### config.mk
export PLATFORM = sky130hd
export DESIGN_NAME = ap2d_front
export DESIGN_NICKNAME = d
export VERILOG_FILES = /design/src/design/ap2d_pkg.sv /design/src/design/ap2d_front.sv
export SDC_FILE = /design/constraint.sdc
export NUM_CORES = 1
export LEC_CHECK = 0
export BUFFER_PORTS_ARGS = -buffer_cell sky130_fd_sc_hd__buf_2
export CORE_MARGIN = 1.5
export CORE_UTILIZATION = 60
export CTS_CLUSTER_SIZE = 28
export DETAILED_ROUTE_END_ITERATION = 8
export PLACE_DENSITY = 0.78
export SLEW_MARGIN = 20
export SYNTH_ARGS = -nofsm -noshare
export SYNTH_HDL_FRONTEND = slang
export SYNTH_SLANG_ARGS = --single-unit
### constraint.sdc
create_clock -name clk -period 7.2 [get_ports clk]
set_input_delay 0.36 -clock clk [delete_from_list [all_inputs] [get_ports clk]]
set_output_delay 0.36 -clock clk [all_outputs]
set_load 0.005 [all_outputs]
### src/design/ap2d_pkg.sv
`timescale 1ns / 1ps
// ----------------------------------------------------------------------------
// ap2d_pkg
// Shared types and constants of the streaming 2D average pooling block.
// ----------------------------------------------------------------------------
package ap2d_pkg;

  localparam int MaxWidth    = 256;
  localparam int MaxWindow   = 8;
  localparam int MaxChannels = 16;
  localparam int RowLimit    = 4096;
  localparam int StoreDepth  = MaxWindow * MaxWidth * MaxChannels;
  localparam int StoreAw     = $clog2(StoreDepth);

  localparam logic [2:0] CFG_IMAGE_HEIGHT  = 3'd0;
  localparam logic [2:0] CFG_IMAGE_WIDTH   = 3'd1;
  localparam logic [2:0] CFG_CHANNEL_COUNT = 3'd2;
  localparam logic [2:0] CFG_WINDOW_HEIGHT = 3'd3;
  localparam logic [2:0] CFG_WINDOW_WIDTH  = 3'd4;
  localparam logic [2:0] CFG_STRIDE_HEIGHT = 3'd5;
  localparam logic [2:0] CFG_STRIDE_WIDTH  = 3'd6;
  localparam logic [2:0] CFG_PADS          = 3'd7;

  typedef logic signed [15:0] pos_t;

  typedef struct packed {
    logic [12:0] h;
    logic [8:0]  w;
    logic [4:0]  ch;
    logic [3:0]  wh;
    logic [3:0]  ww;
    logic [3:0]  sh;
    logic [3:0]  sw;
    logic [2:0]  pt;
    logic [2:0]  pl;
    logic        ok;
    pos_t        trow;
    pos_t        tcol;
  } cfg_t;

  typedef struct packed {
    logic        ok;
    logic        frame_end;
    logic [15:0] sample;
    logic [2:0]  r3;
    logic [7:0]  x8;
    logic [3:0]  c4;
    logic        row_any;
    logic        row_multi;
    pos_t        row_o;
    pos_t        row_s;
    logic        col_any;
    logic        col_multi;
    pos_t        col_o;
    pos_t        col_s;
  } job_t;

  typedef struct packed {
    logic [15:0] average;
    logic [11:0] row;
    logic [7:0]  col;
    logic [3:0]  chan;
    logic        last;
    logic        frame_done;
    logic        err;
  } res_t;

  typedef enum logic [2:0] {
    S_IDLE, S_WIN, S_RD, S_ACC, S_DIV, S_PUSH
  } state_t;

endpackage

### src/design/ap2d_front.sv
`timescale 1ns / 1ps
// ----------------------------------------------------------------------------
// ap2d_front
// Configuration registers, stream position counters, window end tracking
// and a two-entry job queue toward the back end.
// ----------------------------------------------------------------------------
module ap2d_front
  import ap2d_pkg::*;
(
  input  logic        clk,
  input  logic        rst_n,
  input  logic        cfg_we,
  input  logic [2:0]  cfg_index,
  input  logic [12:0] cfg_wdata,
  input  logic        in_push,
  output logic        in_full,
  input  logic [15:0] in_sample,
  output cfg_t        cfg_o,
  output logic        job_valid,
  input  logic        job_pop,
  output job_t        job_o
);

  logic [12:0] h_r;
  logic [8:0]  w_r;
  logic [4:0]  ch_r;
  logic [3:0]  wh_r, ww_r, sh_r, sw_r;
  logic [11:0] pads_r;

  logic [12:0] r_r, r_nxt;
  logic [8:0]  x_r, x_nxt;
  logic [4:0]  c_r, c_nxt;
  pos_t        ro_r, ro_nxt, rs_r, rs_nxt, co_r, co_nxt, cs_r, cs_nxt;

  job_t        q_r [2];
  logic        wp_r, rp_r;
  logic [1:0]  cnt_r;

  logic        accept, chan_end, col_end, frame_end;
  logic        row_last, col_last, row_hit, col_hit;
  pos_t        rend, cend;
  cfg_t        cfg;
  job_t        job_new;

  always_ff @(posedge clk) begin
    if (!rst_n) begin
      h_r <= 13'd1; w_r <= 9'd1; ch_r <= 5'd1;
      wh_r <= 4'd1; ww_r <= 4'd1; sh_r <= 4'd1; sw_r <= 4'd1;
      pads_r <= 12'd0;
    end else if (cfg_we) begin
      case (cfg_index)
        CFG_IMAGE_HEIGHT:  h_r <= cfg_wdata;
        CFG_IMAGE_WIDTH:   w_r <= cfg_wdata[8:0];
        CFG_CHANNEL_COUNT: ch_r <= cfg_wdata[4:0];
        CFG_WINDOW_HEIGHT: wh_r <= cfg_wdata[3:0];
        CFG_WINDOW_WIDTH:  ww_r <= cfg_wdata[3:0];
        CFG_STRIDE_HEIGHT: sh_r <= cfg_wdata[3:0];
        CFG_STRIDE_WIDTH:  sw_r <= cfg_wdata[3:0];
        CFG_PADS:          pads_r <= cfg_wdata[11:0];
        default: ;
      endcase
    end
  end

  always_comb begin
    cfg.h  = h_r;
    cfg.w  = w_r;
    cfg.ch = ch_r;
    cfg.wh = wh_r;
    cfg.ww = ww_r;
    cfg.sh = sh_r;
    cfg.sw = sw_r;
    cfg.pt = pads_r[11:9];
    cfg.pl = pads_r[5:3];
    cfg.ok = (h_r != 13'd0) && (h_r <= 13'(RowLimit)) && (w_r != 9'd0)
          && (w_r <= 9'(MaxWidth)) && (ch_r != 5'd0) && (ch_r <= 5'(MaxChannels))
          && (wh_r != 4'd0) && (wh_r <= 4'(MaxWindow)) && (ww_r != 4'd0)
          && (ww_r <= 4'(MaxWindow)) && (sh_r != 4'd0) && (sw_r != 4'd0)
          && ({1'b0, pads_r[11:9]} < wh_r) && ({1'b0, pads_r[8:6]} < wh_r)
          && ({1'b0, pads_r[5:3]} < ww_r) && ({1'b0, pads_r[2:0]} < ww_r);
    cfg.trow = pos_t'(h_r) + pos_t'(pads_r[11:9]) + pos_t'(pads_r[8:6]) - pos_t'(wh_r);
    cfg.tcol = pos_t'(w_r) + pos_t'(pads_r[5:3]) + pos_t'(pads_r[2:0]) - pos_t'(ww_r);
  end

  assign cfg_o   = cfg;
  assign in_full = (cnt_r == 2'd2);
  assign accept  = in_push && !in_full;

  always_comb begin
    chan_end  = ({1'b0, c_r} + 6'd1) >= {1'b0, ch_r};
    row_last  = ({1'b0, r_r} + 14'd1) >= {1'b0, h_r};
    col_last  = ({1'b0, x_r} + 10'd1) >= {1'b0, w_r};
    col_end   = chan_end && col_last;
    frame_end = col_end && row_last;
    rend      = rs_r - pos_t'(cfg.pt) + pos_t'(wh_r) - pos_t'(1);
    cend      = cs_r - pos_t'(cfg.pl) + pos_t'(ww_r) - pos_t'(1);
    row_hit   = (pos_t'(r_r) == rend);
    col_hit   = (pos_t'(x_r) == cend);

    job_new.ok        = cfg.ok;
    job_new.frame_end = frame_end;
    job_new.sample    = in_sample;
    job_new.r3        = r_r[2:0];
    job_new.x8        = x_r[7:0];
    job_new.c4        = c_r[3:0];
    job_new.row_multi = row_last;
    job_new.row_any   = (row_last || row_hit) && (rs_r <= cfg.trow);
    job_new.row_o     = ro_r;
    job_new.row_s     = rs_r;
    job_new.col_multi = col_last;
    job_new.col_any   = (col_last || col_hit) && (cs_r <= cfg.tcol);
    job_new.col_o     = co_r;
    job_new.col_s     = cs_r;

    c_nxt  = c_r;
    x_nxt  = x_r;
    r_nxt  = r_r;
    ro_nxt = ro_r;
    rs_nxt = rs_r;
    co_nxt = co_r;
    cs_nxt = cs_r;
    if (accept) begin
      c_nxt = chan_end ? 5'd0 : c_r + 5'd1;
      if (chan_end) x_nxt = col_end ? 9'd0 : x_r + 9'd1;
      if (col_end) r_nxt = frame_end ? 13'd0 : r_r + 13'd1;
      if (col_end) begin
        co_nxt = '0;
        cs_nxt = '0;
      end else if (chan_end && col_hit) begin
        co_nxt = co_r + pos_t'(1);
        cs_nxt = cs_r + pos_t'(sw_r);
      end
      if (frame_end) begin
        ro_nxt = '0;
        rs_nxt = '0;
      end else if (col_end && row_hit) begin
        ro_nxt = ro_r + pos_t'(1);
        rs_nxt = rs_r + pos_t'(sh_r);
      end
    end
  end

  always_ff @(posedge clk) begin
    if (!rst_n || cfg_we) begin
      r_r <= '0; x_r <= '0; c_r <= '0;
      ro_r <= '0; rs_r <= '0; co_r <= '0; cs_r <= '0;
    end else begin
      r_r <= r_nxt; x_r <= x_nxt; c_r <= c_nxt;
      ro_r <= ro_nxt; rs_r <= rs_nxt; co_r <= co_nxt; cs_r <= cs_nxt;
    end
  end

  // job queue
  always_ff @(posedge clk) begin
    if (!rst_n) begin
      wp_r <= 1'b0; rp_r <= 1'b0; cnt_r <= 2'd0;
    end else begin
      if (accept) wp_r <= ~wp_r;
      if (job_pop && job_valid) rp_r <= ~rp_r;
      cnt_r <= cnt_r + {1'b0, accept} - {1'b0, job_pop && job_valid};
    end
  end

  always_ff @(posedge clk) begin
    if (accept) q_r[wp_r] <= job_new;
  end

  assign job_valid = (cnt_r != 2'd0);
  assign job_o     = q_r[rp_r];

endmodule

==> metrics.yaml <==
max_stage_delay_ps: 730
tns_ps: 0
rows: 66
unrepaired_setup_endpoints_after_global_routing: "false"
commonest_cells_after_routing_fill_and_taps_aside: "221 x sky130_fd_sc_hd__buf_2, 202 x sky130_fd_sc_hd__edfxtp_1, 187 x sky130_fd_sc_hd__ha_1"
cp_cell_sequence: "inv_1 -> fa_1 -> inv_1 -> ha_1 -> fa_1 -> xnor2_1 -> xnor2_1 -> a2111oi_0 -> nand4_1 -> or4_1 -> nor4_4 -> and3_1 -> clkinv_1 -> o22ai_1"
timing.max_slew.rel_slack: 0.301
post_drt_via_cell_ratio: 5.78
syn_inst: 1921
synth-async-reset-ratio: 0
gr_busiest_metal: "met2"
worstSetupPathType: "flip-flop to flip-flop"
wl_per_cell_um: 18.7
post-cts-setup-buffer-count: 0
clock_skew_ps: 9.15
initial_utilization: 0.614
detail_route.drc_violations: 0
ir_worst_vdd_v: 0.000177
synthesis.yosys.warnings: 0
cp.required_ps: 7640
multiInputGateArea_mm2: 0.0101
synth-main-ff-cell: "sky130_fd_sc_hd__edfxtp_1"
detailed_place_hpwl_um: 35500
fin_crit_period_ps: 5380
p_per_area_mw_per_mm2: 248
clock_path_buffers: 3
synth_cell_types: 75
setup_violations: 0
ff_latch_area_mm2: 0.00909
synth_enable_flop_cells: 202
first_global_vias: 14876
worst_setup_hold_path_clk_slew_ps: 60
clk_latency_ps: 530
leakagePower_nw: 9.51
final_common_cell: "sky130_fd_sc_hd__buf_2"
hold_path.class: "input port to flip-flop"
critPathLaunchType: "flip-flop"
drtPass1Iterations: 6
crit-reg2reg-launch: "wh_r[1]"
ys_seq_area_frac: 0.450
tritoncts: "done"
htree_levels: 2
place_congestion: 0.928
clock_sinks: 353
worst-endpoint-arrival_ps: 5830
global_routing_met3_resource_utilization: 0.0564
fp.dieW_um: 186
timing_hold_violations_final: 0
max_freq_ghz: 0.186
outcome: "completed"
worst_hold_startpoint: "in_sample[13]"
max_slew_violation_count: 0
finish.instance_area_mm2: 0.0230
globalRouteMet2Util: 0.437
chipHeight_um: 186
cts_inserted_buffers: 38
floorplan.die_area_mm2: 0.0348
yosys.area.top_type: "sky130_fd_sc_hd__edfxtp_1"
dr.first_iter.drc_count: 1112
portBuffers: 221
grtUsageTotal: 0.278
synthesis_to_layout_area_growth_pct: 13.7
setup_ws_ps: 1820
slowest_cell_on_the_critical_path: "sky130_fd_sc_hd__and3_1"
fillCellCount: 2464
ctsRootBufferMaster: "sky130_fd_sc_hd__clkbuf_16"
post-route-period-util: 0.748
boundaryPins: 222
globalRouteMet1Util: 0.387
core_region_area_mm2: 0.0329
pin_count_of_the_biggest_net_entering_global_routing: 76
setup.worst_path.end_class: "flip-flop"
design.final.nets: 2366
detail_route.wirelength_um: 48500
timing.critical_path.buf_inv: 3
tightest_slew_ps: 1040
postCtsResizedCells: 0
total_grt_overflow: 0
crit_fanout: 21
startpoint: "wh_r[1]"
grt_first_pass_wirelength_um: 78400
synth_top_cell_area_share: 0.300
post_synthesis_average_cell_area_um2: 10.5
place_ws_ps: 1840
synth_nets: 2167
timing.critical_path.max_delay_family: "simple AND/OR/NAND/NOR gates"
synthesis.area_mm2: 0.0202
vias: 15003
drtAntennaViolNets: 0
max_cap_violations: 0
yosys_register_bits: 353
final_layout_size_suffix_gt1_frac: 0.196
synth_area_leaders: "sky130_fd_sc_hd__edfxtp_1 30%, sky130_fd_sc_hd__dfxtp_1 15%, sky130_fd_sc_hd__ha_1 12%"
detailed_place.area_mm2: 0.0216
antenna_found_initial: 2
==> path summary, 6_finish.rpt <==
check,slack (ps),endpoint,depth (start not counted)
max reg2reg,1820,ro_r[11],14
min reg2reg,490,pads_r[6],2
max,1820,ro_r[11],14
min,20,q_r[1][96],1
==> where the power goes <==
part           switching [mW]  leakage, nW  internal [mW]  total (mW)
Clock                   0.806        0.625           1.15        1.96
Sequential             0.0663         3.16           2.31        2.38
Combinational           0.745         5.73          0.610        1.36
==> synthesized netlist by cell type, drive strengths merged, types with 17 or more instances <==
library cell    n
ha            187
o21a           20
nor2          101
edfxtp        202
clkbuf         57
buf            19
xor2           37
nand4          22
and2           21
dfxtp         151
o21ai          84
or3            17
a21o           19
inv           173
a21boi         33
nor2b          40
nor3           28
a21oi          83
nor4           24
and3           30
nand3          53
mux2i          30
xnor2          75
mux2          101
nand2         142
fa             22
==> routing by layer <==
| layer | vias up | part of all wire |
|---|---|---|
| li1 | 7219 | - |
| met1 | 7149 | 0.46 |
| met2 | 531 | 0.44 |
| met3 | 104 | 0.073 |
| met4 | 0 | 0.027 |
| met5 | - | 0 |
==> metrics by stage <==
stage / hold WS (ps) / utilization / instances / power [mW]
after detailed placement: 474 / 0.657 / 2517 / 3.76
after global placement: 459 / 0.657 / 2517 / 3.73
after floorplan: 424 / - / 1921 / 3.29
after global routing: 5.13 / 0.698 / 2592 / 5.96
after CTS: 2.02 / 0.697 / 2589 / 5.72
final: 22.9 / 0.699 / 2594 / 5.69
==> area by class of cell <==
cell class,instances,area share
diodes,2,0.000218
clock buffers,52,0.0478
clock inverters,18,0.00763
inverters,174,0.0284
multi-input cells,1318,0.441
flip-flops and latches,353,0.396
well taps,442,0.0241
repair buffers,235,0.0545
==> worst register-to-register path: cells and delay by family (launching register included) <==
kind / cells / cell delay [ps]
flip-flops: 1 / 400
XOR/XNOR: 2 / 310
adder cells (fa/ha/maj): 3 / 1180
buffers and inverters: 3 / 770
AND/OR/NAND/NOR: 4 / 1840
AO/OA/AOI/OAI: 2 / 810
==> state kept, by name (all words and copies together) (netlist names), named ones only <==
register / count
h_r: 13
ch_r: 5
c_r: 5
ww_r: 4
ro_r: 16
rs_r: 16
w_r: 9
rp_r: 1
q_r: 202
wp_r: 1
cs_r: 16
r_r: 13
wh_r: 4
x_r: 9
cnt_r: 2
co_r: 16
sw_r: 4
pads_r: 12
sh_r: 4
==> cells by family (layout without fill, tap and decap cells) <==
| logic type | count (synthesis) | in the layout | synth area share |
|---|---|---|---|
| adders and majority gates | 209 | 209 | 0.138 |
| and+or+nand+nor | 528 | 528 | 0.134 |
| AOI/OAI and AO/OA | 338 | 338 | 0.109 |
| xor gates and xnor gates | 112 | 112 | 0.0486 |
| DFF | 353 | 353 | 0.450 |
| muxes | 131 | 131 | 0.0712 |
| buffers and inverters | 250 | 479 | 0.0493 |
| other | 0 | 2 | 0 |
==> timing repair <==
action / CTS / global route
hold endpoints to repair: 3 / 1
hold buffers: 2 / 1
endpoints found under the setup margin: 0 / 0
No activity file was read; power rests on OpenSTA's default activity.
